===== src/design/ssb_pkg.sv =====
// ----------------------------------------------------------------------------
// Strided slice bounds package
// Shared widths, register indexes, the item record that flows down the
// pipeline and the index clamping function.
// ----------------------------------------------------------------------------
`default_nettype none

package ssb_pkg;

	localparam int IDX_W      = 32;	// signed index and stride width
	localparam int SIZE_W     = 31;	// axis size width
	localparam int LEN_W      = 31;	// output length width
	localparam int MASK_W     = 4;	// mask register width
	localparam int AXIS_W     = 2;	// axis number width
	localparam int CFG_IDX_W  = 2;	// configuration index width
	localparam int DIV_BITS   = LEN_W;	// one divider cell per quotient bit

	localparam logic [CFG_IDX_W-1:0] REG_BEGIN_MASK = 2'd0;
	localparam logic [CFG_IDX_W-1:0] REG_END_MASK   = 2'd1;
	localparam logic [CFG_IDX_W-1:0] REG_DROP_MASK  = 2'd2;

	// One request as it moves through the divider chain.
	typedef struct packed {
		logic signed [IDX_W-1:0] start_index;
		logic signed [IDX_W-1:0] stop_index;
		logic                    nonempty;
		logic                    status;
		logic                    axis_kept;
		logic [IDX_W-1:0]        divisor;
		logic [IDX_W-1:0]        rem;
		logic [DIV_BITS-1:0]     dvd;
		logic [DIV_BITS-1:0]     quo;
	} ssb_item_t;

	// Clamps a requested index to the axis and wraps negative indices.
	function automatic logic signed [IDX_W:0] clamp_idx(
		input logic signed [IDX_W:0] idx,
		input logic signed [IDX_W:0] size,
		input logic                  fwd
	);
		logic signed [IDX_W:0] res;
		if (fwd) begin
			if (idx >= size) begin
				res = size;
			end else if (idx < -size) begin
				res = '0;
			end else if (idx < 0) begin
				res = idx + size;
			end else begin
				res = idx;
			end
		end else begin
			if (idx < -size) begin
				res = '1;
			end else if (idx >= size) begin
				res = size - 33'sd1;
			end else if (idx < 0) begin
				res = idx + size;
			end else begin
				res = idx;
			end
		end
		return res;
	endfunction

endpackage

`default_nettype wire


===== src/design/ssb_front.sv =====
// ----------------------------------------------------------------------------
// Strided slice bounds front end
// Holds the mask registers, normalizes start and stop, and prepares the
// dividend and divisor for the divider chain. Two pipeline stages.
// ----------------------------------------------------------------------------
`default_nettype none

module ssb_front import ssb_pkg::*; #(
	parameter int MAX_AXES = 4
) (
	input  wire logic                    clk,
	input  wire logic                    arst_n,
	input  wire logic                    cfg_valid,
	output logic                         cfg_ready,
	input  wire logic [CFG_IDX_W-1:0]    cfg_index,
	input  wire logic [MASK_W-1:0]       cfg_data,
	input  wire logic                    in_valid,
	output logic                         in_ready,
	input  wire logic [AXIS_W-1:0]       axis,
	input  wire logic [SIZE_W-1:0]       axis_size,
	input  wire logic signed [IDX_W-1:0] begin_request,
	input  wire logic signed [IDX_W-1:0] end_request,
	input  wire logic signed [IDX_W-1:0] step,
	output logic                         down_valid,
	output ssb_item_t                    down_item,
	input  wire logic                    down_ready
);

	localparam int STORE_W = (MAX_AXES < MASK_W) ? MAX_AXES : MASK_W;

	logic [STORE_W-1:0] begin_mask_q, end_mask_q, drop_mask_q;
	logic [MASK_W-1:0]  begin_eff, end_eff, drop_eff;

	logic                    valid_s1, ready_s1;
	logic signed [IDX_W-1:0] start_s1, stop_s1, step_s1;
	logic                    fwd_s1, zero_s1, kept_s1;

	logic                    valid_s2, ready_s2;
	ssb_item_t               item_s2;

	logic signed [IDX_W:0]   size_x, start_c, stop_c, nm1_c;
	logic                    fwd_c, zero_c;

	assign cfg_ready = 1'b1;

	always_ff @(posedge clk or negedge arst_n) begin
		if (!arst_n) begin
			begin_mask_q <= '0;
			end_mask_q   <= '0;
			drop_mask_q  <= '0;
		end else if (cfg_valid) begin
			case (cfg_index)
				REG_BEGIN_MASK: begin_mask_q <= cfg_data[STORE_W-1:0];
				REG_END_MASK:   end_mask_q   <= cfg_data[STORE_W-1:0];
				REG_DROP_MASK:  drop_mask_q  <= cfg_data[STORE_W-1:0];
				default: ;
			endcase
		end
	end

	// Axes beyond the supported count read their mask bits as zero.
	for (genvar i = 0; i < MASK_W; i++) begin : g_mask
		if (i < STORE_W) begin : g_used
			assign begin_eff[i] = begin_mask_q[i];
			assign end_eff[i]   = end_mask_q[i];
			assign drop_eff[i]  = drop_mask_q[i];
		end else begin : g_zero
			assign begin_eff[i] = 1'b0;
			assign end_eff[i]   = 1'b0;
			assign drop_eff[i]  = 1'b0;
		end
	end

	// Stage 1: clamp and wrap both bounds.
	always_comb begin
		size_x = $signed({2'b00, axis_size});
		fwd_c  = !step[IDX_W-1];
		zero_c = (step == '0);
		if (zero_c) begin
			start_c = '0;
			stop_c  = '0;
		end else begin
			if (begin_eff[axis]) begin
				start_c = fwd_c ? '0 : size_x - 33'sd1;
			end else begin
				start_c = clamp_idx($signed({begin_request[IDX_W-1], begin_request}), size_x,
					fwd_c);
			end
			if (end_eff[axis]) begin
				stop_c = fwd_c ? size_x : '1;
			end else begin
				stop_c = clamp_idx($signed({end_request[IDX_W-1], end_request}), size_x, fwd_c);
			end
		end
	end

	assign ready_s1 = !valid_s1 || ready_s2;
	assign in_ready = ready_s1;

	always_ff @(posedge clk or negedge arst_n) begin
		if (!arst_n) begin
			valid_s1 <= 1'b0;
		end else if (ready_s1) begin
			valid_s1 <= in_valid;
		end
	end

	always_ff @(posedge clk) begin
		if (in_valid && ready_s1) begin
			start_s1 <= start_c[IDX_W-1:0];
			stop_s1  <= stop_c[IDX_W-1:0];
			step_s1  <= step;
			fwd_s1   <= fwd_c;
			zero_s1  <= zero_c;
			kept_s1  <= !drop_eff[axis];
		end
	end

	// Stage 2: span minus one, so the ceiling becomes floor plus one.
	always_comb begin
		if (fwd_s1) begin
			nm1_c = $signed({stop_s1[IDX_W-1], stop_s1}) + $signed(~{start_s1[IDX_W-1], start_s1});
		end else begin
			nm1_c = $signed({start_s1[IDX_W-1], start_s1}) + $signed(~{stop_s1[IDX_W-1], stop_s1});
		end
	end

	assign ready_s2 = !valid_s2 || down_ready;

	always_ff @(posedge clk or negedge arst_n) begin
		if (!arst_n) begin
			valid_s2 <= 1'b0;
		end else if (ready_s2) begin
			valid_s2 <= valid_s1;
		end
	end

	always_ff @(posedge clk) begin
		if (valid_s1 && ready_s2) begin
			item_s2.start_index <= start_s1;
			item_s2.stop_index  <= stop_s1;
			item_s2.nonempty    <= !zero_s1 && !nm1_c[IDX_W];
			item_s2.status      <= zero_s1;
			item_s2.axis_kept   <= kept_s1;
			item_s2.divisor     <= fwd_s1 ? step_s1 : -step_s1;
			item_s2.rem         <= '0;
			item_s2.dvd         <= nm1_c[DIV_BITS-1:0];
			item_s2.quo         <= '0;
		end
	end

	assign down_valid = valid_s2;
	assign down_item  = item_s2;

endmodule

`default_nettype wire


===== config.mk =====
export PLATFORM = sky130hd
export DESIGN_NAME = ssb_front
export DESIGN_NICKNAME = d
export VERILOG_FILES = /design/src/design/ssb_pkg.sv /design/src/design/ssb_front.sv
export SDC_FILE = /design/constraint.sdc
export NUM_CORES = 1
export LEC_CHECK = 0
export BUFFER_PORTS_ARGS = -buffer_cell sky130_fd_sc_hd__buf_2
export CAP_MARGIN = 20
export CORE_MARGIN = 2
export CORE_UTILIZATION = 25
export CTS_CLUSTER_SIZE = 24
export DETAILED_ROUTE_END_ITERATION = 16
export SLEW_MARGIN = 30
export SYNTH_ARGS = -nofsm -noshare
export SYNTH_HDL_FRONTEND = slang
export SYNTH_SLANG_ARGS = --single-unit

===== constraint.sdc =====
create_clock -name clk -period 4.6 [get_ports clk]
set_clock_uncertainty 0.1 [all_clocks]
set_input_delay 0.23 -clock clk [delete_from_list [all_inputs] [get_ports clk]]
set_output_delay 0.23 -clock clk [all_outputs]
set_load 0.05 [all_outputs]

# --- Yosys cells after proc, flatten, opt, wreduce, memory -nomap -nowiden ---
# Index checks and enable logic that the tools add are counted.
totals:
  regBits: 243
  in_bits: 140
  out_inout_bits: 196
  word_cells: 77
classes:
  add_sub_neg: 8
  order_cmp: 7
  n_eq_ne: 2
  n_mux: 24
  bitwise: 2
  n_reduce_logical: 16
ops:
  columns: ["op", "count"]
  rows:
  - ["$mux W32", 17]
  - ["$add A32 B33 Y33", 2]
  - ["$lt A32 B33 Y1", 2]
  - ["$not A33 Y33", 2]
  - ["$add A32 B32 Y32", 2]
  - ["$ge A32 B32 Y1", 2]
  - ["$lt A32 B1 Y1 const B", 2]
  - ["$sub A31 B1 Y32 const B", 2]
  - ["$mux W33", 1]
  - ["$neg A31 Y33", 1]
  - ["$logic_not A32 Y1", 1]
  - ["$neg A32 Y32", 1]
  - ["$bmux W1 S2", 3]
  - ["$logic_not A1 Y1", 6]
  - ["$reduce_and A2 Y1", 3]
  - ["$logic_and A1 B1 Y1", 3]
  - ["$lt A2 B3 Y1 const B", 1]
  - ["$mux W1", 3]
  - ["$eq A2 B1 Y1 const B", 1]
  - ["$eq A2 B2 Y1 const B", 1]
  - ["$logic_not A2 Y1", 1]
  - ["$logic_or A1 B1 Y1", 2]

# --- Depth between registers and ports, before layout ---
depth:
  ltp_word: 6
  ltp_mapped: 21
  mapped_depth_nobuf: 19

# --- Least setup slack after synthesis ---
# No wires, ideal clock.
synth_path:
  kind: "in2reg"
  startpoint: "input axis_size[21]"
  endpoint: "register start_s1[19], data pin"
  setup_ns: 0.273
  arrival_time_ns: 4.230
  required_time_ns: 4.227
  setup_slack_ns: -0.003
  cell_stages: 19
  n_path_buf: 1
  cell_sequence: "nor3_1 nand2_1 nor4_1 nand2_1 nor3_1 nand2_1 nor3_1 ha_1 a21oi_1 nand2_1 a221oi_1 nand2_1 o2111a_1 a21oi_1 xnor2_1 clkbuf_1 a211oi_1 o31ai_1 o211ai_1"
synth_between:
  elab_chain_len: 6
synth_lines:
  columns: ["item", "line_no", "text"]
  rows:
  - ["start: declaration", "ssb_front.sv:20", "input wire logic [SIZE_W-1:0] axis_size,"]
  - ["$neg A31 Y33", "ssb_pkg.sv:45, ssb_pkg.sv:53", null]
  - ["$lt A32 B33 Y1", "ssb_pkg.sv:45, ssb_pkg.sv:53", null]
  - ["$mux W32", "ssb_pkg.sv:45", "end else if (idx < -size) begin"]
  - ["$mux W32", "ssb_pkg.sv:43", "if (idx >= size) begin"]
  - ["$mux W32 *", "ssb_pkg.sv:42", "if (fwd) begin"]
  - ["$mux W32 *", "ssb_front.sv:83", "if (begin_eff[axis]) begin"]
  - ["end signal: assignment", "ssb_front.sv:110", "start_s1 <= start_c[IDX_W-1:0];"]
  - ["end: declaration", "ssb_front.sv:35", "logic signed [IDX_W-1:0] start_s1, stop_s1, step_s1;"]
# Mark *: on every way between the ends. The rest lies on a longest branch, timed or not.
# A chain may end at the register's enable or synchronous reset.

# --- Worst setup path after layout ---
layout_path:
  startpoint: "input axis_size[21]"
  endpoint: "register start_s1[11], data pin"
# The elaborated chain is that of the path after synthesis.

==> run summary <==
status: complete, no violations
Clock Path Buffers: 3
Leak: 11.2 nW
Final period util: 93.6%
Syn Inst Count: 2381
Core ar.: 0.0853 mm2
clock share of power: 24.8%
initial antenna violation count: 9
pin count of the biggest net entering global routing: 131
Final WS setup: 295 ps
routing usage on met2: 30.0%
max_slew headroom: 43.4%
Via density: 5.00
met3 usage: 1.92%
fraction of registers with async set/reset: 5.76%
area share of the largest cell type after synthesis: 31.9%
CP Max Fanout: 7
IO Pins: 336
GRT Overall Usage: 18.2%
sw frac: 40.8%
num rows: 107
GR Overflow Total: 0
Die Y: 297 um
post-synthesis sequential area ratio: 33.6%
Multi-input gate area: 0.0130 mm2
Yosys reg bits: 243
RSZ-0062 raised after global routing: false
post-route cell area: 0.0265 mm2
Worst-Skew Late Latency: 570 ps
area leader, netlist: edfxtp_1
register area: 0.00723 mm2
Die X: 297 um
Worst-path clk slew: 60 ps
worst hold path type: in2reg
Setup crit start kind: input port
port bufs: 271
Detail Placement HPWL: 68.2 mm
f_max: 0.232 GHz
main combinational cell family by area after synthesis: compound AO/OA/AOI/OAI gates
share of total power in sequential cells: 33.5%
Post-route DRC: 0
mean post-synth cell area: 9.04 um2
Die ar.: 0.0885 mm2
Main synth FF type: edfxtp_1
post-synthesis simple-gate area fraction: 13.9%
EDFF count, synth: 229
GPL Wtd Cong: 0.952
grt peak-use layer: met2
Critical Path AT: 4560 ps
Yosys warnings: 0
Pint: 5.30 mW
Max IR drop VDD: 0.272 mV
CTS Buf Count: 27
fill count: 9020
Crit Path Class: in2reg
Wirelength per Cell: 21.0 um
Final Hold Vio Count: 0
Final Max Tran Viols: 0
Sw Pwr: 3.65 mW
fin nets: 3190
flop-to-flop setup slack: 820 ps
CTS tree: yes
layout cell share with drive strength beyond 1: 19.6%
First-pass DRT Iterations: 7
H-tree depth: 1
Initial Util: 25.2%
final hold slack: 72.6 ps
min Tclk post-route: 4300 ps
first-pass GRT wire length: 123 mm
area grow syn2layout: 22.9%
DRT Wirelength: 83.3 mm
adder-cell share of the synthesized area: 14.9%
met1 GRT Util: 24.8%
Place WS: -369 ps
placed cell area: 0.0251 mm2
Logic pwr share: 41.8%
maxcap violations: 0
Placed Cells: 3867
root buffer cell: clkbuf_16
Pwr per Cell Area: 338 mW/mm2
ANT nets after route: 0
final non-filler cell total: 3965
XOR/XNOR Fraction of Synth Area: 6.41%
mux cell area share after synthesis: 2.15%
top post-synthesis cells by area: edfxtp_1 32%, ha_1 15%, a21oi_1 5.5%
final setup violation count: 0
Post-Syn Area: 0.0215 mm2
Worst-Margin Slew: 850 ps
Worst setup EP type: flop
Synth cell types: 85
Synth Area in Compound Gates: 21.8%
Clock Sinks: 243
Final Util: 31.0%
number of global-route vias before repair: 19.3k
initial drt markers: 2284
Vias: 19.8k
CP Data Required Time: 4850 ps
[worst max-delay path: stages]
cell and delay [ps]:
buf_2 110, nor3_1 200, buf_4 170, nand2_1 100
nor4_2 190, nand2_1 170, nor4_2 350, buf_4 180
xnor2_1 170, ha_1 320, a21oi_1 150, o21ai_0 140
a221oi_1 420, nand2_1 90, o2111a_1 150, a21oi_1 220
buf_4 170, xnor2_2 110, buf_4 210, nor2_1 270
a21oi_1 110, a311oi_1 340
[metal layers]
layer	share of wire, %	wire length (um)	up-vias
met5	0.038	32	-
met4	3.0	2470	6
met3	6.6	5510	133
met2	46	38600	809
met1	44	36700	9409
li1	-	-	9484
[cell families (layout without fill, tap and decap cells)]
group                      Yosys count  after routing
other                                2             69
DFF                                243            243
adders and majority gates          254            254
buffers and inverters              351            724
and+or+nand+nor                    605            605
xor gates and xnor gates           156            156
muxes                               41             41
AOI/OAI and AO/OA                  729            729
[area by class of cell]
class | count | area share [%]
timing repair buffer | 497 | 12.1
clock inverter | 20 | 0.809
tap | 1144 | 5.41
inverter | 178 | 2.53
multi-input combinational | 1849 | 49.2
sequential | 243 | 27.3
antenna | 5 | 0.0473
clock buffer | 29 | 2.58
[power by group through the flow]
stage / Clock, mW / Sequential [mW] / Combinational (mW)
CTS: 2.30 / 3.01 / 3.70
detailed placement: 0 / 3.05 / 3.65
finish: 2.21 / 3.00 / 3.74
global placement: 0 / 3.05 / 3.64
floorplan: 0 / 3.53 / 1.98
global route: 2.37 / 3.03 / 4.02
[metrics by stage]
step                TNS (ps)  total power [mW]
global route               0              9.43
CTS                        0              9.00
finish                     0              8.95
detailed placement    -10310              6.71
global placement       -7320              6.69
floorplan                  0              5.51
[cell usage in the layout, fill, tap and decap left out, types with 17 or more instances in the layout]
master         Yosys  routed
nand2b_1          26      26
xnor2_1          117     116
mux2_2            22      22
nand2_1          137     137
nor2_1           174     174
mux2i_1           17      17
a21oi_1          237     237
a31oi_1           32      31
a21o_1            55      55
nand3_1           44      44
o21ai_0          123     122
dlygate4sd3_1      0      44
conb_1             2      64
o31ai_1           23      23
inv_1            176     176
o211ai_1          35      35
a22oi_1           24      24
nor4_1            31      28
o21bai_1          31      31
buf_2              7     271
clkbuf_16          0      27
ha_1             250     250
nor3_1            44      43
buf_4             66     179
nor2b_1           33      33
xor2_1            38      38
nand4_1           45      45
edfxtp_1         229     229
[registers in the layout, indices dropped and copies added, names as in the netlist]
register and cells:
fwd_s1 1, zero_s1 1, valid_s1 1, down_valid 1
step_s1 32, end_eff 4, down_item 130, start_s1 32
begin_eff 4, stop_s1 32, kept_s1 1, drop_eff 4
[Yosys cell counts (31+ instances only)]
master,n
a21o_1,55
a21oi_1,237
a31oi_1,32
buf_4,66
clkbuf_1,88
edfxtp_1,229
ha_1,250
inv_1,176
nand2_1,137
nand3_1,44
nand4_1,45
nor2_1,174
nor2b_1,33
nor3_1,44
nor4_1,31
o211ai_1,35
o21ai_0,123
o21bai_1,31
xnor2_1,117
xor2_1,38
[what timing repair did]
action	in CTS	in global routing
endpoints found under the hold margin	59	0
hold buffers	44	0
buffers inserted	0	0
setup endpoints to repair	0	16
gates resized for setup	0	3
[path summary, 6_finish.rpt]
path | startpoint | cells after the start | end
max | axis_size[21] | 22 | start_s1[11]
min | begin_request[6] | 3 | start_s1[6]
max reg2reg | start_s1[1] | 12 | down_item[60]
min reg2reg | kept_s1 | 0 | down_item[126]
max in group asynchronous | arst_n | 3 | begin_eff[3]
min in group asynchronous | arst_n | 3 | begin_eff[0]
Note: power is estimated with default switching activity, not from simulation.
