==> config.mk <==
export PLATFORM = sky130hd
export DESIGN_NAME = ssb_out
export DESIGN_NICKNAME = d
export VERILOG_FILES = /design/src/design/ssb_pkg.sv /design/src/design/ssb_out.sv
export SDC_FILE = /design/constraint.sdc
export NUM_CORES = 1
export LEC_CHECK = 0
export ABC_CLOCK_PERIOD_IN_PS = 4750
export BUFFER_PORTS_ARGS = -buffer_cell sky130_fd_sc_hd__clkbuf_2
export CAP_MARGIN = 10
export CORE_AREA = 4 4 111 113
export CTS_CLUSTER_DIAMETER = 30
export CTS_CLUSTER_SIZE = 20
export DETAILED_ROUTE_END_ITERATION = 10
export DIE_AREA = 0 0 115 117
export PLACE_DENSITY = 0.72
export SLEW_MARGIN = 20
export SYNTH_ARGS = -nofsm -noshare
export SYNTH_HDL_FRONTEND = slang
export SYNTH_SLANG_ARGS = --single-unit
==> constraint.sdc <==
create_clock -name clk -period 4.75 [get_ports clk]
set_input_delay 0.2375 -clock clk [delete_from_list [all_inputs] [get_ports clk]]
set_output_delay 0.2375 -clock clk [all_outputs]
set_load 0.05 [all_outputs]
==> src/design/ssb_pkg.sv <==
// ----------------------------------------------------------------------------
// Strided slice bounds package
// Shared widths, register indexes, the item record that flows down the
// pipeline and the index clamping function.
// ----------------------------------------------------------------------------
`default_nettype none

package ssb_pkg;

	localparam int IDX_W      = 32;	// signed index and stride width
	localparam int SIZE_W     = 31;	// axis size width
	localparam int LEN_W      = 31;	// output length width
	localparam int MASK_W     = 4;	// mask register width
	localparam int AXIS_W     = 2;	// axis number width
	localparam int CFG_IDX_W  = 2;	// configuration index width
	localparam int DIV_BITS   = LEN_W;	// one divider cell per quotient bit

	localparam logic [CFG_IDX_W-1:0] REG_BEGIN_MASK = 2'd0;
	localparam logic [CFG_IDX_W-1:0] REG_END_MASK   = 2'd1;
	localparam logic [CFG_IDX_W-1:0] REG_DROP_MASK  = 2'd2;

	// One request as it moves through the divider chain.
	typedef struct packed {
		logic signed [IDX_W-1:0] start_index;
		logic signed [IDX_W-1:0] stop_index;
		logic                    nonempty;
		logic                    status;
		logic                    axis_kept;
		logic [IDX_W-1:0]        divisor;
		logic [IDX_W-1:0]        rem;
		logic [DIV_BITS-1:0]     dvd;
		logic [DIV_BITS-1:0]     quo;
	} ssb_item_t;

	// Clamps a requested index to the axis and wraps negative indices.
	function automatic logic signed [IDX_W:0] clamp_idx(
		input logic signed [IDX_W:0] idx,
		input logic signed [IDX_W:0] size,
		input logic                  fwd
	);
		logic signed [IDX_W:0] res;
		if (fwd) begin
			if (idx >= size) begin
				res = size;
			end else if (idx < -size) begin
				res = '0;
			end else if (idx < 0) begin
				res = idx + size;
			end else begin
				res = idx;
			end
		end else begin
			if (idx < -size) begin
				res = '1;
			end else if (idx >= size) begin
				res = size - 33'sd1;
			end else if (idx < 0) begin
				res = idx + size;
			end else begin
				res = idx;
			end
		end
		return res;
	endfunction

endpackage

`default_nettype wire

==> src/design/ssb_out.sv <==
// ----------------------------------------------------------------------------
// Strided slice bounds output stage
// Turns the floor quotient into the output length and holds the result
// until the receiver takes it.
// ----------------------------------------------------------------------------
`default_nettype none

module ssb_out import ssb_pkg::*; (
	input  wire logic                clk,
	input  wire logic                arst_n,
	input  wire logic                up_valid,
	output logic                     up_ready,
	input  wire ssb_item_t           up_item,
	output logic                     out_valid,
	input  wire logic                out_ready,
	output logic signed [IDX_W-1:0]  start_index,
	output logic signed [IDX_W-1:0]  stop_index,
	output logic [LEN_W-1:0]         out_length,
	output logic                     axis_kept,
	output logic                     status
);

	logic                    valid_q;
	logic signed [IDX_W-1:0] start_q, stop_q;
	logic [LEN_W-1:0]        length_q;
	logic                    kept_q, status_q;

	assign up_ready = !valid_q || out_ready;

	always_ff @(posedge clk or negedge arst_n) begin
		if (!arst_n) begin
			valid_q <= 1'b0;
		end else if (up_ready) begin
			valid_q <= up_valid;
		end
	end

	always_ff @(posedge clk) begin
		if (up_valid && up_ready) begin
			start_q  <= up_item.start_index;
			stop_q   <= up_item.stop_index;
			length_q <= up_item.nonempty ? up_item.quo + LEN_W'(1) : '0;
			kept_q   <= up_item.axis_kept;
			status_q <= up_item.status;
		end
	end

	assign out_valid   = valid_q;
	assign start_index = start_q;
	assign stop_index  = stop_q;
	assign out_length  = length_q;
	assign axis_kept   = kept_q;
	assign status      = status_q;

endmodule

`default_nettype wire
Word level (Yosys, flattened, before mapping)
Index checks and enable logic that the tools add are counted.

cells by class
  reductions and logical operators = 3
  $add $sub $neg = 1

operators with widths
  operator                                                         count
  31-bit by 1-bit adder with 31-bit output, second input constant  1
  1-bit logical AND                                                1
  1-bit logical NOT                                                1
  1-bit logical OR                                                 1

storage, ports and cells
  flip-flop bits (word level) = 98
  input port bits = 197
  output and inout bits = 99
  logic and storage cells = 10

Longest topological paths before layout
Gate-level depths: netlist of run 1.

  depth after elaboration = 3
  depth in mapped cells = 6
  mapped depth without buffers = 4

Worst setup path after synthesis of run 1
Ideal clock, no wire load.

  path kind = reg-to-reg
  start point = register valid_q (netlist: out_valid)
  end point = register kept_q (netlist: axis_kept), enable pin
  required time = 4.284 ns
  arrival = 3.387 ns
  cell stages (with the launch flop) = 3
  clock period less this slack = 3.854 ns
  setup time = 0.466 ns
  path buffers = 0
  setup slack = 0.896 ns
  path through = dfrtp_1 > nand2b_1 > and2_1

between the ends
  word-level cells in the longest chain between the ends = 3

RTL lines
  element                 line           source
  from (decl)             ssb_out.sv:23  logic valid_q;
  from (signal assigned)  ssb_out.sv:34  valid_q <= up_valid;
  1-bit logical NOT       ssb_out.sv:28  assign up_ready = !valid_q || out_ready;
  1-bit logical OR        ssb_out.sv:28
  net up_ready            ssb_out.sv:12  output logic up_ready,
  1-bit logical AND       ssb_out.sv:39  if (up_valid && up_ready) begin
  to (signal assigned)    ssb_out.sv:43  kept_q <= up_item.axis_kept;
  to (decl)               ssb_out.sv:26  logic kept_q, status_q;

The timed path passes the listed nets, and every way through them passes these cells.
A chain may end at the register's enable or synchronous reset.

Final worst setup path of run 1
  start point = register valid_q (netlist: out_valid)
  end point = register start_q[8] (netlist: start_index[8]), enable pin

between the ends
  word-level cells in the longest chain between the ends = 3

RTL lines
  element               line           source
  1-bit logical NOT     ssb_out.sv:28
  1-bit logical OR      ssb_out.sv:28
  1-bit logical AND     ssb_out.sv:39
  to (signal assigned)  ssb_out.sv:40  start_q <= up_item.start_index;
  to (decl)             ssb_out.sv:24  logic signed [IDX_W-1:0] start_q, stop_q;

Every way passes these cells.

==> impl_metrics.json, run 1 <==
{
  "status": "finished, final reports clean",
  "synth-edff-count": 97,
  "die_height_um": 117,
  "drive_above_1_share": 0.492,
  "setup-tns-final_ns": 0,
  "path_delay_family": "simple AND/OR/NAND/NOR gates",
  "post-place-cells": 576,
  "vias": 2808,
  "grt_pass1_wl_um": 13800,
  "power.total_w": 0.00215,
  "critPathSlowestCell": "buf_4",
  "clk_pin_slew_ns": 0.07,
  "p_seq_frac": 0.475,
  "tightest_slew_ns": 0.694,
  "totalWireLength_um": 9440,
  "cp.arrival_ns": 2.07,
  "grt_max_degree": 52,
  "core_sq_mm": 0.0113,
  "synth-main-ff-cell": "edfxtp_1",
  "critPathBufInv": 1,
  "cp_max_fo": 51,
  "p_per_area_mw_per_mm2": 407,
  "nFillCells": 1061,
  "place_congestion": 0.776,
  "synth-async-reset-ratio": 0.0102,
  "drv_cap": 0,
  "ys_seq_area_frac": 0.774,
  "wl_per_cell_um": 15.9,
  "pwr-share-clk": 0.374,
  "crit_chain": "nand2b_1, and2_4, buf_4",
  "yosysWarnings": 0,
  "cts-root-buf": "clkbuf_16",
  "internal_power_w": 0.00160,
  "yosysTopAreaCell": "edfxtp_1",
  "clk_latency_ns": 0.34,
  "p_sw_w": 0.000557,
  "r2r-start": "out_valid$_DFFE_PN0N_",
  "max_stage_delay_ns": 0.61,
  "cts_buffers": 9,
  "grt_pass1_vias": 2672,
  "ant_nets": 0,
  "place_hpwl_um": 7490,
  "period_minus_slack_ns": 2.10,
  "n_antenna_cell": 0,
  "synth_nets": 436,
  "io_buffers": 200,
  "finalMaxSlewViolations": 0,
  "tritoncts_num_sinks": 98,
  "worst_setup_path_end_kind": "flip-flop",
  "viasPerCell": 4.74,
  "htree_num_levels": 3,
  "grt_overflow": 0,
  "endpoint": "start_index[8]$_DFFE_PP_",
  "final-hold-violation-count": 0,
  "hold_path_class": "input pin to flip-flop",
  "required_ns": 4.72,
  "drtPass1Iterations": 4,
  "reg2reg_depth": 3,
  "ys_types": 33,
  "num-nets-final": 643,
  "maxSlewHeadroom": 0.537,
  "num_io_pins": 296,
  "cts_buffer_depth": 2,
  "vdd_drop_max_mv": 0.219,
  "chipWidth_um": 115,
  "drcViolationCount": 0,
  "syn_area_sq_mm": 0.00380,
  "cts_resized": 0,
  "syn_inst": 238,
  "crit_cells": 3,
  "synth_seq_cells": 98,
  "synth_area_per_cell_sq_um": 16.0,
  "grt_usage": 0.135,
  "p_sw_frac": 0.259,
  "final_cells": 592,
  "antenna_found_initial": 0,
  "syn_to_final_growth_pct": 39.5,
  "crit_start": "out_valid$_DFFE_PN0N_",
  "crit_path_start_kind": "flip-flop",
  "r2r_setup_slack_ns": 2.65,
  "cts_setup_buffers": 0,
  "synth_top_area_frac": 0.767,
  "p_leak_nw": 2.17,
  "num_rows": 39,
  "synth.area.top_cells": "edfxtp_1, xor2_1, nand2_1",
  "cts_tree": "built",
  "first_iter_violations": 136,
  "critPathKind": "flip-flop to flip-flop",
  "post-route-period-util": 0.442,
  "setup_violations": 0,
  "dieArea_sq_mm": 0.0135,
  "initial_core_util": 0.335,
  "skew_ns": 0.00624,
  "rsz0062_at_grt": "false",
  "max_freq_mhz": 476,
  "combinationalPowerShare": 0.151,
  "worst_r2r_endpoint": "start_index[8]$_DFFE_PP_"
}
==> final cells by class <==
cell class,instances,area (sq um),area share
Clock inverter,5,103,0.0194
Sequential cell,98,2940,0.555
Multi-Input combinational cell,132,820,0.155
Timing Repair Buffer,202,1020,0.192
Tap cell,143,179,0.0338
Clock buffer,10,229,0.0433
Inverter,2,7.51,0.00142
==> power by group through the flow <==
| stage | clock (W) | combinational (W) | sequential (W) |
|---|---|---|---|
| finish | 0.000806 | 0.000325 | 0.00102 |
| global route | 0.000875 | 0.000345 | 0.00103 |
| CTS | 0.000830 | 0.000329 | 0.00102 |
| detailed placement | 0 | 0.000328 | 0.00104 |
| global placement | 0 | 0.000322 | 0.00104 |
| floorplan | 0 | 0.0000474 | 0.00121 |
==> how the worst min path moves through the flow <==
stage / start / end / slack (ns) / depth (start not counted)
after floorplan: arst_n / out_valid$_DFFE_PN0N_ / -0.06 / 0
after global placement: arst_n / out_valid$_DFFE_PN0N_ / 0.01 / 1
after detailed placement: arst_n / out_valid$_DFFE_PN0N_ / 0.01 / 1
after CTS: up_item[129] / stop_index[0]$_DFFE_PP_ / 0.05 / 1
after global routing: up_item[144] / stop_index[15]$_DFFE_PP_ / 0.05 / 1
final: up_item[129] / stop_index[0]$_DFFE_PP_ / 0.07 / 1
==> cell families (layout without fill, tap and decap cells) <==
logic type / count (synthesis) / after routing / share of synthesized area
DFF: 98 / 98 / 0.774
and+or+nand+nor: 88 / 88 / 0.133
AOI/OAI and AO/OA: 28 / 28 / 0.0435
xor gates and xnor gates: 11 / 11 / 0.0254
buffers and inverters: 8 / 219 / 0.0109
muxes: 4 / 4 / 0.0105
adders and majority gates: 1 / 1 / 0.00330
==> registers in the layout (all words and copies together), names as in the netlist <==
register     cells
start_index     32
stop_index      32
out_length      31
axis_kept        1
out_valid        1
status           1
==> worst register-to-register path, cell delays in order (launching register included) <==
cell and delay, ns:
dfrtp_1 0.37, nand2b_1 0.12, and2_4 0.60, buf_4 0.61
==> layout by cell type, fill, tap and decap left out, types with 2 or more instances in the layout <==
cell         n
o31ai_1      4
nor2_1      13
clkbuf_2   200
nand3_1      9
or3_1        8
o311ai_0     2
and2_1       2
inv_1        2
xnor2_1      3
a21oi_1     12
or4_1        5
edfxtp_1    97
mux2i_1      4
nand2_1     18
nand2b_1     8
nor4_1       4
and3_1       3
xor2_1       8
bufinv_16    3
o21ai_0      8
clkbuf_16    9
or4_4        2
nand4_1      8
o41ai_1      2
==> timing repair <==
item,CTS,global route
hold buffers,1,0
endpoints found under the hold margin,1,0
endpoints found under the setup margin,0,0
==> metal layers <==
| layer | up-vias | routed length (um) | GRT usage |
|---|---|---|---|
| li1 | 1342 | - | - |
| met1 | 1308 | 3790 | 0.166 |
| met2 | 142 | 4530 | 0.217 |
| met3 | 16 | 928 | 0.0386 |
| met4 | 0 | 189 | 0.0728 |
| met5 | - | 0 | 0 |
==> metrics by stage <==
step	area, sq um	hold WS [ns]	setup slack [ns]	utilization
after floorplan	3800	-0.0581	0.896	-
after global placement	4950	0.0133	2.70	0.437
after detailed placement	4950	0.0137	2.64	0.437
after CTS	5290	0.0483	2.63	0.468
after global routing	5290	0.0498	2.51	0.468
final	5290	0.0659	2.65	0.468
==> cells in the mapped netlist (5+ instances only) <==
master and instances:
o21ai_0 8, or3_1 8, nand3_1 9, xor2_1 8, nand2_1 18, edfxtp_1 97, a21oi_1 12, nand4_1 8
nand2b_1 8, or4_1 5, nor2_1 13
(Power assumes the default switching activity.)
==> run 2: changes to the inputs <==
--- a/config.mk
+++ b/config.mk
@@ -5,15 +5,15 @@
 export SDC_FILE = /design/constraint.sdc
 export NUM_CORES = 1
 export LEC_CHECK = 0
-export ABC_CLOCK_PERIOD_IN_PS = 4750
+export ABC_CLOCK_PERIOD_IN_PS = 2100
 export BUFFER_PORTS_ARGS = -buffer_cell sky130_fd_sc_hd__clkbuf_2
 export CAP_MARGIN = 10
-export CORE_AREA = 4 4 111 113
+export CORE_AREA = 4 4 112 114
 export CTS_CLUSTER_DIAMETER = 30
 export CTS_CLUSTER_SIZE = 20
 export DETAILED_ROUTE_END_ITERATION = 10
-export DIE_AREA = 0 0 115 117
-export PLACE_DENSITY = 0.72
+export DIE_AREA = 0 0 116 118
+export PLACE_DENSITY = 0.71
 export SLEW_MARGIN = 20
 export SYNTH_ARGS = -nofsm -noshare
 export SYNTH_HDL_FRONTEND = slang
==> constraint.sdc (replaced) <==
create_clock -name clk -period 2.1 [get_ports clk]
set_input_delay 0.105 -clock clk [delete_from_list [all_inputs] [get_ports clk]]
set_output_delay 0.105 -clock clk [all_outputs]
set_load 0.05 [all_outputs]
==> impl_metrics.json, run 2 (synthesis gave the netlist of run 1 again) <==
{
  "num-nets-final": 711,
  "wl_per_cell_um": 16.0,
  "final-hold-violation-count": 0,
  "dpl_cell_area_sq_mm": 0.00498,
  "post-route-period-util": 0.733,
  "status": "finished, final reports clean",
  "finalMaxSlewViolations": 0,
  "skew_ns": 0.00604,
  "max_freq_mhz": 650,
  "core_sq_mm": 0.0114,
  "clk_pin_slew_ns": 0.07,
  "htree_num_levels": 3,
  "totalWireLength_um": 10600,
  "antenna_found_initial": 0,
  "final_cell_mix": "clkbuf_2, edfxtp_1, dlygate4sd3_1",
  "initial_core_util": 0.332,
  "worst_setup_path_end_kind": "flip-flop",
  "maxSlewHeadroom": 0.520,
  "cts_buffers": 9,
  "place_hpwl_um": 7620,
  "rsz0062_at_grt": "false",
  "cts_tree": "built",
  "grt_usage": 0.150,
  "required_ns": 2.27,
  "setup_violations": 0,
  "die_height_um": 118,
  "setup-tns-final_ns": 0,
  "place_congestion": 0.796,
  "vdd_drop_max_mv": 0.422,
  "n_antenna_cell": 0,
  "drv_cap": 0,
  "final_cells": 661,
  "grt_pass1_vias": 3026,
  "cts_resized": 0,
  "dieArea_sq_mm": 0.0137,
  "power.total_w": 0.00478,
  "fin_area_sq_mm": 0.00595,
  "cp.arrival_ns": 1.71,
  "tritoncts_num_sinks": 98,
  "viasPerCell": 4.55,
  "post-place-cells": 577,
  "drcViolationCount": 0,
  "grt_max_degree": 98,
  "hold_path_class": "input pin to flip-flop",
  "cts_buffer_depth": 2,
  "grt_overflow": 0,
  "io_buffers": 200,
  "grt_pass1_wl_um": 15900,
  "chipWidth_um": 116,
  "drive_above_1_share": 0.432,
  "final_common_cell": "clkbuf_2",
  "cp_max_fo": 6,
  "critPathKind": "input pin to flip-flop",
  "ant_nets": 0,
  "crit_path_start_kind": "input pin",
  "p_per_area_mw_per_mm2": 802,
  "cts-root-buf": "clkbuf_16",
  "tightest_slew_ns": 0.719,
  "period_minus_slack_ns": 1.54,
  "syn_to_final_growth_pct": 56.8,
  "clk_latency_ns": 0.33,
  "num_io_pins": 296,
  "drtPass1Iterations": 4,
  "first_iter_violations": 165,
  "num_rows": 39,
  "p_leak_nw": 2.45,
  "vias": 3009
}
==> run 2: cell types whose count changed in the layout (fill, tap and decap cells not counted), sizes merged <==
cell and delta:
clkinv +1, inv +1, buf +1, clkinvlp +1, bufinv -2, dlygate4sd3 +67
==> run 2: metrics by stage <==
step	utilization	setup WS [ns]	hold WS, ns
3_3_place_gp	0.436	0.212	-0.119
2_1_floorplan	-	0.0741	-0.191
3_5_place_dp	0.436	0.220	-0.118
4_1_cts	0.521	0.578	0.0343
6_report	0.521	0.562	0.0492
5_1_grt	0.521	0.479	0.0506
==> run 2: final timing paths <==
check	end	start	cells after the start	slack, ns
worst max-delay path	out_length[27]$_SDFFCE_PN0P_	up_item[0]	5	0.56
worst min-delay path	out_valid$_DFFE_PN0N_	out_ready	3	0.05
worst max register to register	start_index[1]$_DFFE_PP_	out_valid$_DFFE_PN0N_	3	0.65
worst min register to register	out_valid$_DFFE_PN0N_	out_valid$_DFFE_PN0N_	2	0.54
max in group asynchronous	out_valid$_DFFE_PN0N_	arst_n	2	1.93
min in group asynchronous	out_valid$_DFFE_PN0N_	arst_n	2	0.08
==> run 2: layout make-up <==
type,instances,area (sq um)
Timing Repair Buffer,270,1710
Fill cell,984,5470
Clock buffer,10,229
Sequential cell,98,2940
Tap cell,143,179
Clock inverter,6,63.8
Inverter,2,7.51
Multi-Input combinational cell,132,827
==> run 2: timing repair <==
| action | 4_1_cts | 5_1_grt |
|---|---|---|
| endpoints found under the setup margin | 0 | 0 |
| hold buffers | 68 | 0 |
| endpoints found under the hold margin | 68 | 0 |
| setup buffers | 0 | 0 |
==> run 2: where the power goes <==
part	switching (W)	internal, W	total [W]
clock	0.000690	0.000926	0.00162
combinational	0.000589	0.000256	0.000844
sequential	0.0000304	0.00228	0.00231
==> run 2: layer usage <==
layer,up-vias,GRT usage,part of all wire
met5,-,0,0
met4,0,0.0522,0.012
met3,10,0.0612,0.12
met2,138,0.254,0.48
met1,1377,0.170,0.39
li1,1484,-,-
==> run 2: critical path, cell delays in order <==
cell	delay (ns)
clkbuf_2	0.13
nand3_1	0.18
or4_4	0.61
or4_1	0.51
a21oi_1	0.16
