==> config.mk <==
export PLATFORM = sky130hd
export DESIGN_NAME = ssb_cell
export DESIGN_NICKNAME = d
export VERILOG_FILES = /design/src/design/ssb_pkg.sv /design/src/design/ssb_cell.sv
export SDC_FILE = /design/constraint.sdc
export NUM_CORES = 1
export LEC_CHECK = 0
export BUFFER_PORTS_ARGS = -buffer_cell sky130_fd_sc_hd__buf_4
export CAP_MARGIN = 10
export CORE_AREA = 2 2 152 154
export DETAILED_ROUTE_END_ITERATION = 6
export DIE_AREA = 0 0 154 156
export GPL_ROUTABILITY_DRIVEN = 1
export HOLD_SLACK_MARGIN = 0.1
export PLACE_DENSITY = 0.66
export SYNTH_ARGS = -nofsm -noshare
export SYNTH_HDL_FRONTEND = slang
export SYNTH_SLANG_ARGS = --single-unit
==> constraint.sdc <==
create_clock -name clk -period 10.48 [get_ports clk]
set_clock_uncertainty 0.05 [all_clocks]
set_input_delay 1.572 -clock clk [delete_from_list [all_inputs] [get_ports clk]]
set_output_delay 1.572 -clock clk [all_outputs]
set_load 0.05 [all_outputs]
==> src/design/ssb_pkg.sv <==
// ----------------------------------------------------------------------------
// Strided slice bounds package
// Shared widths, register indexes, the item record that flows down the
// pipeline and the index clamping function.
// ----------------------------------------------------------------------------
`default_nettype none

package ssb_pkg;

	localparam int IDX_W      = 32;	// signed index and stride width
	localparam int SIZE_W     = 31;	// axis size width
	localparam int LEN_W      = 31;	// output length width
	localparam int MASK_W     = 4;	// mask register width
	localparam int AXIS_W     = 2;	// axis number width
	localparam int CFG_IDX_W  = 2;	// configuration index width
	localparam int DIV_BITS   = LEN_W;	// one divider cell per quotient bit

	localparam logic [CFG_IDX_W-1:0] REG_BEGIN_MASK = 2'd0;
	localparam logic [CFG_IDX_W-1:0] REG_END_MASK   = 2'd1;
	localparam logic [CFG_IDX_W-1:0] REG_DROP_MASK  = 2'd2;

	// One request as it moves through the divider chain.
	typedef struct packed {
		logic signed [IDX_W-1:0] start_index;
		logic signed [IDX_W-1:0] stop_index;
		logic                    nonempty;
		logic                    status;
		logic                    axis_kept;
		logic [IDX_W-1:0]        divisor;
		logic [IDX_W-1:0]        rem;
		logic [DIV_BITS-1:0]     dvd;
		logic [DIV_BITS-1:0]     quo;
	} ssb_item_t;

	// Clamps a requested index to the axis and wraps negative indices.
	function automatic logic signed [IDX_W:0] clamp_idx(
		input logic signed [IDX_W:0] idx,
		input logic signed [IDX_W:0] size,
		input logic                  fwd
	);
		logic signed [IDX_W:0] res;
		if (fwd) begin
			if (idx >= size) begin
				res = size;
			end else if (idx < -size) begin
				res = '0;
			end else if (idx < 0) begin
				res = idx + size;
			end else begin
				res = idx;
			end
		end else begin
			if (idx < -size) begin
				res = '1;
			end else if (idx >= size) begin
				res = size - 33'sd1;
			end else if (idx < 0) begin
				res = idx + size;
			end else begin
				res = idx;
			end
		end
		return res;
	endfunction

endpackage

`default_nettype wire

==> src/design/ssb_cell.sv <==
// ----------------------------------------------------------------------------
// Strided slice bounds divider cell
// One restoring division step: brings in the next dividend bit, subtracts
// the divisor when it fits and shifts one quotient bit in.
// ----------------------------------------------------------------------------
`default_nettype none

module ssb_cell import ssb_pkg::*; (
	input  wire logic      clk,
	input  wire logic      arst_n,
	input  wire logic      up_valid,
	output logic           up_ready,
	input  wire ssb_item_t up_item,
	output logic           down_valid,
	output ssb_item_t      down_item,
	input  wire logic      down_ready
);

	logic            valid_q;
	ssb_item_t       item_q, next_item;
	logic [IDX_W:0]  trial, diff;

	always_comb begin
		trial     = {up_item.rem, up_item.dvd[DIV_BITS-1]};
		diff      = trial - {1'b0, up_item.divisor};
		next_item = up_item;
		next_item.rem = diff[IDX_W] ? trial[IDX_W-1:0] : diff[IDX_W-1:0];
		next_item.dvd = {up_item.dvd[DIV_BITS-2:0], 1'b0};
		next_item.quo = {up_item.quo[DIV_BITS-2:0], !diff[IDX_W]};
	end

	assign up_ready = !valid_q || down_ready;

	always_ff @(posedge clk or negedge arst_n) begin
		if (!arst_n) begin
			valid_q <= 1'b0;
		end else if (up_ready) begin
			valid_q <= up_valid;
		end
	end

	always_ff @(posedge clk) begin
		if (up_valid && up_ready) begin
			item_q <= next_item;
		end
	end

	assign down_valid = valid_q;
	assign down_item  = item_q;

endmodule

`default_nettype wire

### Word level (Yosys, flattened, before mapping)

Index checks and enable logic that the tools add are counted.

| word-level totals | value |
|---|---|
| RAM bits | 0 |
| memories kept | 0 |
| bits in latches | 0 |
| ROM bits | 0 |
| register bits after elaboration | 193 |

| cells by class | value |
|---|---|
| order comparisons | 0 |
| $add $sub $neg | 1 |
| equal/unequal tests | 0 |
| shifts and indexed selects | 0 |
| multiplexer cells | 1 |
| multiply operators | 0 |
| bitwise logic cells | 0 |
| div/mod/pow operators | 0 |
| reduce and logical (&&, ||, !) cells | 4 |

Operators by type and width:

| kind | number |
|---|---|
| 33-bit by 32-bit subtractor with 33-bit output | 1 |
| 32-bit two-way mux | 1 |
| 1-bit logical NOT | 2 |
| 1-bit logical AND | 1 |
| 1-bit logical OR | 1 |

### Logic depth before layout (Yosys ltp)

Gate-level depths: netlist (run 1).

| logic depth | value |
|---|---|
| depth in word-level cells | 3 |
| gate-level depth with buffers | 13 |

### Worst setup path before layout (run 1)

Ideal clock, no wire load.

| timing path | value |
|---|---|
| path type | input to register |
| start | input port down_ready |
| end | register item_q (netlist bit down_item[0]), enable pin |
| cell stages on the path | 2 |
| arrival time | 6.481 ns |
| buffers on the path | 0 |
| setup slack | 3.374 ns |
| library setup time | 0.575 ns |
| cell sequence | nand2b_1 > and2_1 |

| between the ends | value |
|---|---|
| longest elaborated chain between the ends | 2 |

RTL lines:

| element | line | source |
|---|---|---|
| start, declared | ssb_cell.sv:16 | `input wire logic down_ready` |
| 1-bit logical OR | ssb_cell.sv:32 | `assign up_ready = !valid_q \|\| down_ready;` |
| 1-bit logical AND | ssb_cell.sv:43 | `if (up_valid && up_ready) begin` |
| end signal, assigned | ssb_cell.sv:44 | `item_q <= next_item;` |
| end, declared | ssb_cell.sv:20 | `ssb_item_t item_q, next_item;` |

No other way between the ends.
A chain may end at the register's enable or synchronous reset.

==> metrics.csv, run 1 <==
metric,value,unit
fp.dieW,154,um
detailroute.wirelength.met2,13250,um
critPathCaptureType,register,
drtAntennaViolNets,0,
floorplan.initialDensity,0.3700,
totalPowerFinal,2.079,mW
slew_headroom,0.3508,
ctsLongestPathBuffers,2,
layout-drive-gt1-share,0.4627,
core_area,22370,um2
rows,55,
ys_ff_latch,193,
syn-cell-area,8274,um2
post-route-drc-count,0,
data_required_time_at_the_worst_endpoint,10.61,ns
detail_route.first_pass.iterations,4,
grt_first_pass_wirelength,36200,um
area.sequential,5791,um2
final_setup_tns,0,ns
wire_per_inst,20.20,um
floorplan.die_area,24020,um2
top_layer_used,met4,
net_count_after_synthesis,788,
post_cts_hold_buffer_count,0,
port_buffers,389,
hold_path_class,register to register,
gate_count_post_synth,558,
routed_wirelength,25250,um
status,finished clean,
antenna_found_initial,1,
timing.fmax,204.6,MHz
post_cts_sizing_count,0,
vias,6100,
maximum_number_of_pins_on_one_net_before_global_route_repair,76,
first_global_vias,5895,
yosys_warnings,0,
met3_wirelength,1753,um
yosys_most_used_dff,sky130_fd_sc_hd__edfxtp_1,
placed_cells,1218,
yosys.area.top_type_share,0.6968,
syn_area_per_cell,14.83,um2
total_overflow_reported_by_the_global_router,0,
setup-violations-final,0,
synthMostInstantiatedCell,sky130_fd_sc_hd__edfxtp_1,
area_added_between_synthesis_and_finish,45.86,%
cap_viol_max_count,0,
multi_input_gate_area,2241,um2
grt_use_total,0.2054,
crit_type,input port to register,
timing.critical_path.fanout_max,28,
synth_edf_count,192,
clock-sinks,193,
clock_h_tree_levels,4,
cts_tree,built,
hpwl,19910,um
slew_violations,0,
yosysTopAreaCell,sky130_fd_sc_hd__edfxtp_1,
power.leakage,5.258,nW
final_standard_cell_utilization_of_the_core,0.5396,
post_synth_num_cell_types,52,
via_per_inst,4.880,
synth_common_cells,"192 x sky130_fd_sc_hd__edfxtp_1, 44 x sky130_fd_sc_hd__nand2_1, 41 x sky130_fd_sc_hd__inv_1, 34 x sky130_fd_sc_hd__a21oi_1, 32 x sky130_fd_sc_hd__ha_1",
unrepaired_setup_endpoints_after_global_routing,no,
detailed_place.area,11480,um2
worstMarginPinSlew,0.9737,ns
synth_async_reset_ratio,0.005181,
cts-root-buf,sky130_fd_sc_hd__clkbuf_16,
drt-initial-drc-count,389,
netlist_top_cells_area,"sky130_fd_sc_hd__edfxtp_1 70%, sky130_fd_sc_hd__ha_1 4.8%, sky130_fd_sc_hd__mux2_4 3.3%",
final_period_minus_worst_setup_slack,4.888,ns
finish.cell_count_without_fillers,1250,
routed_length_on_met1,9779,um
cts.clk_slew.worst_paths,0.08,ns
boundaryPins,392,
dieHeight,156,um
fin_nets,1182,
cts_made_buffers,17,
place.gp.congestion,0.8929,
worst_setup_path_start_kind,input port,
hold-worst-slack,0.6117,ns
worst-endpoint-arrival,5.02,ns
power.density_cell_area,172.2,nW/um2
final.fill_count,1948,
seq_area_frac_synth,0.6998,
report.final.hold_viol_count,0,
max-vdd-ir-drop,94.04,uV
fin_ws,5.592,ns
post-cts-setup-buffer-count,0,
layout.cell_area.non_filler,12070,um2
worst_skew_pair.late_latency,0.44,ns
finalCritPeriodShare,0.4664,
dp_worst_setup_slack,5.028,ns
cell type report:
class                   count  share of cell area
clock buffers              17             0.03525
repair buffers            391              0.2432
clock inverters            14             0.01327
multi-input cells         307              0.1857
inverters                  42             0.01306
flip-flops and latches    193              0.4798
diodes                      1           0.0002073
well taps                 285             0.02955
kinds of logic after synthesis:
group / after synthesis / synth area share
buf+inv: 58 / 0.02964
flops: 193 / 0.6998
fa+ha+maj: 33 / 0.05081
compound gates: 120 / 0.09633
other cells: 1 / 0.0004532
mux: 18 / 0.03266
xor+xnor: 24 / 0.02540
simple gates: 111 / 0.06487
report_power, final:
part	total [mW]	internal (mW)	switching, mW
clock	0.647	0.320	0.328
combinational	0.503	0.183	0.321
sequential	0.928	0.914	0.0136
worst max-delay path, stage by stage:
cell                       delay (ns)
sky130_fd_sc_hd__buf_4           0.10
sky130_fd_sc_hd__inv_1           0.05
sky130_fd_sc_hd__ha_1            0.37
sky130_fd_sc_hd__a21oi_2         0.28
sky130_fd_sc_hd__o211ai_1        0.15
sky130_fd_sc_hd__a221o_1         0.34
sky130_fd_sc_hd__a211o_1         0.31
sky130_fd_sc_hd__o21a_1          0.22
sky130_fd_sc_hd__o211ai_4        0.69
sky130_fd_sc_hd__inv_2           0.51
sky130_fd_sc_hd__mux2_4          0.42
per-layer routing:
metal  GRT usage  up-vias
li1            -     2886
met1      0.2434     2928
met2      0.3619      259
met3     0.05583       27
met4     0.06943        0
met5           0        -
registers in the layout, indices dropped and copies added (netlist names):
signal,count
down_item,192
down_valid,1
final timing paths:
| kind | startpoint | endpoint | slack, ns | cells after the start |
|---|---|---|---|---|
| setup / recovery | up_item[107] | down_item[84]$_DFFE_PP_ | 5.59 | 11 |
| hold / removal | down_valid$_DFFE_PN0N_ | down_valid$_DFFE_PN0N_ | 0.61 | 2 |
| setup reg to reg | down_valid$_DFFE_PN0N_ | down_item[113]$_DFFE_PP_ | 7.91 | 3 |
| hold reg to reg | down_valid$_DFFE_PN0N_ | down_valid$_DFFE_PN0N_ | 0.61 | 2 |
| max in group asynchronous | arst_n | down_valid$_DFFE_PN0N_ | 9.47 | 1 |
| min in group asynchronous | arst_n | down_valid$_DFFE_PN0N_ | 0.83 | 1 |
cell usage in the layout, fill, tap and decap left out, types with 15 or more instances in the layout:
cell type,n
sky130_fd_sc_hd__nand2_1,44
sky130_fd_sc_hd__buf_4,391
sky130_fd_sc_hd__ha_1,32
sky130_fd_sc_hd__nor2_1,16
sky130_fd_sc_hd__a21o_1,15
sky130_fd_sc_hd__inv_1,41
sky130_fd_sc_hd__clkbuf_16,17
sky130_fd_sc_hd__mux2_4,18
sky130_fd_sc_hd__a21oi_1,34
sky130_fd_sc_hd__edfxtp_1,192
sky130_fd_sc_hd__o21ai_0,24
Power figures use the tool's default switching activity.
==> run 2: changes to the inputs <==
clock period = 4.9 ns   (was 10.48 ns; I/O delays follow)
==> run 2 against run 1 <==
Compared with the run above: sequential power is 110% higher; highest routed layer unchanged; wire length is 1.8% lower; clock power up 120%; flip-flop and latch count unchanged; hold slack got worse by 0.20 ns; critical endpoint is now down_item[76]$_DFFE_PP_; total power rose by 120%; register-to-register slack lost 5.0 ns; first-iteration DRC count grew 7.5%; critical path depth grew 1; die area unchanged; non-clock buffer count grew 2; cell area increased by 0.49%; critical path type unchanged.
==> metrics.csv, run 2 (synthesis gave the netlist of run 1 again) <==
metric,value,unit
status,finished clean,
finalCritPeriodShare,0.7258,
layout_commonest_cell,sky130_fd_sc_hd__buf_4,
dieHeight,156,um
cts.clk_slew.worst_paths,0.09,ns
worst_path_largest_cell_delay,0.52,ns
worst-endpoint-arrival,3.68,ns
detail_route.first_pass.iterations,5,
data_required_time_at_the_worst_endpoint,5.02,ns
critPathCapture,down_item[76]$_DFFE_PP_,
max-vdd-ir-drop,200.2,uV
largest_register_ff_count,192,
critical_path.slowest_cell,sky130_fd_sc_hd__inv_2,
cts_tree,built,
worst_r2r_startpoint,down_valid$_DFFE_PN0N_,
worst_skew_pair.late_latency,0.43,ns
rows,55,
post_cts_sizing_count,0,
fp.dieW,154,um
crit_type,input port to register,
clock-sinks,193,
post_cts_hold_buffer_count,1,
via_per_inst,4.814,
routed_wirelength,24790,um
cts_made_buffers,17,
total_overflow_reported_by_the_global_router,0,
vias,6037,
place.gp.congestion,0.8902,
drtAntennaViolNets,0,
layout.cells.most_common_list,"391 x sky130_fd_sc_hd__buf_4, 192 x sky130_fd_sc_hd__edfxtp_1, 44 x sky130_fd_sc_hd__nand2_1",
power.leakage,5.279,nW
drt-initial-drc-count,418,
area_added_between_synthesis_and_finish,46.58,%
power.density_cell_area,370.9,nW/um2
post-route-drc-count,0,
hold_path_class,input port to register,
hpwl,19110,um
timing.fmax,281.2,MHz
ctsLongestPathBuffers,2,
grt_use_total,0.1971,
worstMarginPinSlew,1.066,ns
worst_setup_path_start_kind,input port,
timing.critical_path.fanout_max,20,
final_period_minus_worst_setup_slack,3.557,ns
cp_common_cell,sky130_fd_sc_hd__a21oi_1,
placed_cells,1219,
floorplan.initialDensity,0.3700,
post-cts-setup-buffer-count,0,
cap_viol_max_count,0,
core_area,22370,um2
report.final.hold_viol_count,0,
setup-violations-final,0,
timing.reg2reg.setup_slack,2.92,ns
crit_start,up_item[61],
unrepaired_setup_endpoints_after_global_routing,no,
boundaryPins,392,
critPathCaptureType,register,
fin_nets,1184,
layout-drive-gt1-share,0.4623,
finish.cell_count_without_fillers,1254,
cts-root-buf,sky130_fd_sc_hd__clkbuf_16,
slew_headroom,0.2894,
wire_per_inst,19.77,um
port_buffers,389,
antenna_found_initial,2,
path_cells,"buf_4, inv_1, ha_1, fa_1, nand2b_1, a21oi_1, o211ai_1, a21oi_1, o21a_1, o211ai_4, inv_2, mux2_4",
slew_violations,0,
totalPowerFinal,4.498,mW
endpoint_of_the_lowest_slack_register_to_register_path,down_item[118]$_DFFE_PP_,
grt_first_pass_wirelength,35010,um
maximum_number_of_pins_on_one_net_before_global_route_repair,193,
clock_h_tree_levels,4,
first_global_vias,5864,
floorplan.die_area,24020,um2
r2r_cell_count,3,
final_setup_tns,0,ns
==> run 2: where the power goes <==
part           internal (mW)  switching (mW)  leakage (nW)
Combinational          0.393           0.684          3.14
Sequential              1.96          0.0286          1.84
Clock                  0.701           0.736         0.294
==> run 2: worst max-delay path, delay by kind of cell <==
family | cells | cell delay (ns)
compound gates | 5 | 1.10
fa+ha+maj | 2 | 0.62
simple gates | 1 | 0.19
buf+inv | 3 | 0.64
mux | 1 | 0.35
==> run 2: cell type report <==
class                   count  area [um2]
clock buffers              18       429.2
repair buffers            393        2965
inverters                  42       157.7
clock inverters            14       182.7
multi-input cells         307        2241
flip-flops and latches    193        5791
diodes                      2       5.005
well taps                 285       356.6
fillers                  1915       10240
==> run 2: layer usage <==
metal	global-route usage	part of all wire	vias to the layer above
li1	-	-	2903
met1	0.2219	0.37	2876
met2	0.3632	0.54	235
met3	0.05250	0.068	23
met4	0.06409	0.017	0
met5	0	0	-
==> run 2: through the flow <==
step | hold WS [ns] | cell area (um2) | worst slack, ns | utilization
3_3_place_gp | 0.4712 | 11500 | 0.8850 | 0.5142
2_1_floorplan | 0.3894 | 8275 | 0.7412 | -
3_5_place_dp | 0.4715 | 11500 | 0.8254 | 0.5142
6_report | 0.4106 | 12130 | 1.343 | 0.5423
4_1_cts | 0.3991 | 12120 | 1.278 | 0.5420
5_1_grt | 0.3953 | 12130 | 1.116 | 0.5423
==> run 2: worst min-delay path by stage <==
stage	startpoint	cells after the start	endpoint
2_1_floorplan	arst_n	0	down_valid$_DFFE_PN0N_
3_3_place_gp	arst_n	1	down_valid$_DFFE_PN0N_
3_5_place_dp	arst_n	1	down_valid$_DFFE_PN0N_
4_1_cts	up_item[174]	1	down_item[174]$_DFFE_PP_
5_1_grt	up_item[59]	1	down_item[60]$_DFFE_PP_
6_report	up_item[133]	1	down_item[133]$_DFFE_PP_
==> run 3: changes to the inputs <==
clock period = 3.4 ns   (was 4.9 ns; I/O delays follow)
==> run 3 against run 2 <==
Compared with the run above: first-iteration DRC count down 31%; non-clock buffer count up 17; total power increased by 45%; via count up 1.7%; hold slack got worse by 0.21 ns; flip-flop and latch count unchanged; sequential power grew 44%; wire length is 1.2% higher; register-to-register slack lost 1.3 ns; critical path depth is 2 higher.
==> metrics.csv, run 3 (synthesis gave the netlist of run 1 again) <==
metric,value,unit
status,finished clean,
cts_made_buffers,17,
layout-drive-gt1-share,0.4715,
timing.fmax,340.4,MHz
comb_power_share,0.245,
port_buffers,389,
dieHeight,156,um
dp_worst_setup_slack,-0.0009683,ns
hpwl,19780,um
total_overflow_reported_by_the_global_router,0,
cts_tree,built,
layout.cell_area.non_filler,12290,um2
boundaryPins,392,
place.gp.congestion,0.8797,
ctsLongestPathBuffers,2,
fp.dieW,154,um
rows,55,
maximum_number_of_pins_on_one_net_before_global_route_repair,73,
layout_commonest_cell,sky130_fd_sc_hd__buf_4,
max-vdd-ir-drop,291.6,uV
power.leakage,5.375,nW
antenna_found_initial,4,
power.net_switching,2.085,mW
detailed_place.area,11670,um2
worst_path_dominant_cell_family,compound AO/OA/AOI/OAI gates,
final_period_minus_worst_setup_slack,2.938,ns
hold-worst-slack,0.1959,ns
power.density_cell_area,529.9,nW/um2
floorplan.die_area,24020,um2
crit_type,input port to register,
placed_cells,1236,
core_area,22370,um2
slew_violations,0,
post_cts_sizing_count,0,
buf_inv_stages_crit_path,5,
fin_ws,0.4621,ns
drt-initial-drc-count,288,
worst_skew_pair.late_latency,0.44,ns
worstMarginPinSlew,0.5187,ns
critPathCaptureType,register,
detail_route.first_pass.iterations,4,
worst_setup_path_start_kind,input port,
power_switching_share,0.3201,
cts-root-buf,sky130_fd_sc_hd__clkbuf_16,
setup-violations-final,0,
path_cells,"buf_4, inv_1, ha_1, fa_1, nand2b_1, a21oi_1, o211ai_1, a21oi_1, buf_4, o21a_1, o211ai_4, inv_2, buf_12, mux2_4",
timing.critical_path.fanout_max,11,
cap_viol_max_count,0,
seqPwrFrac,0.439,
drtAntennaViolNets,0,
floorplan.initialDensity,0.3700,
cts.clk_slew.worst_paths,0.08,ns
critical_path.slowest_cell,sky130_fd_sc_hd__fa_1,
layout.cells.most_common_list,"405 x sky130_fd_sc_hd__buf_4, 192 x sky130_fd_sc_hd__edfxtp_1, 44 x sky130_fd_sc_hd__nand2_1",
final_standard_cell_utilization_of_the_core,0.5495,
post-cts-setup-buffer-count,0,
fin_nets,1201,
largest_register_ff_count,192,
first_global_vias,6014,
unrepaired_setup_endpoints_after_global_routing,no,
routed_wirelength,25090,um
clock-sinks,193,
slew_headroom,0.6506,
vias,6137,
data_required_time_at_the_worst_endpoint,3.53,ns
post_cts_hold_buffer_count,1,
worst-endpoint-arrival,3.07,ns
grt_first_pass_wirelength,35480,um
grt_use_total,0.2012,
via_per_inst,4.821,
post-route-drc-count,0,
worst_path_largest_cell_delay,0.40,ns
area_added_between_synthesis_and_finish,48.54,%
power.share.clock,0.316,
final_setup_tns,0,ns
finish.cell_count_without_fillers,1273,
report.final.hold_viol_count,0,
clock_h_tree_levels,4,
wire_per_inst,19.71,um
totalPowerFinal,6.512,mW
finalCritPeriodShare,0.8641,
internal-power,4.428,mW
hold_path_class,input port to register,
-- run 3: changes by cell type in the layout (fill, tap and decap cells not counted), sizes merged --
cell    delta
buf       +17
clkinv     -2
diode      +2
inv        +2
-- run 3: power groups by stage --
stage	Combinational (mW)	Clock (mW)	Sequential [mW]
global placement	1.59	0	2.91
detailed placement	1.60	0	2.91
floorplan	0.495	0	3.44
finish	1.60	2.06	2.86
CTS	1.61	2.11	2.86
global route	1.69	2.19	2.87
-- run 3: cell type report --
type                       instances  area, um2
inverter                          42      157.7
timing repair buffer             410       3131
tap                              285      356.6
sequential                       193       5791
antenna                            4      10.01
clock inverter                    14      175.2
clock buffer                      18      429.2
multi-input combinational        307       2241
fill                            1943      10070
-- run 3: worst reg2reg max path, delay by kind of cell (launching register included) --
kind | cells | cell delay [ns]
and+or+nand+nor | 2 | 0.58
DFF | 1 | 0.38
buffers and inverters | 1 | 0.43
-- run 3: path summary, 6_finish.rpt --
kind | startpoint | end | slack (ns) | cells past startpoint
worst max-delay path | up_item[61] | down_item[68]$_DFFE_PP_ | 0.46 | 14
worst min-delay path | up_item[179] | down_item[179]$_DFFE_PP_ | 0.20 | 1
worst max register to register | down_valid$_DFFE_PN0N_ | down_item[29]$_DFFE_PP_ | 1.58 | 3
worst min register to register | down_valid$_DFFE_PN0N_ | down_valid$_DFFE_PN0N_ | 0.51 | 2
max in group asynchronous | arst_n | down_valid$_DFFE_PN0N_ | 2.90 | 2
min in group asynchronous | arst_n | down_valid$_DFFE_PN0N_ | 0.32 | 2
-- run 3: metal layers --
metal,global-route usage,vias to the layer above,wire length [um]
li1,-,2931,-
met1,0.2234,2939,9257
met2,0.3634,231,13460
met3,0.06306,36,1723
met4,0.07299,0,639
met5,0,-,0
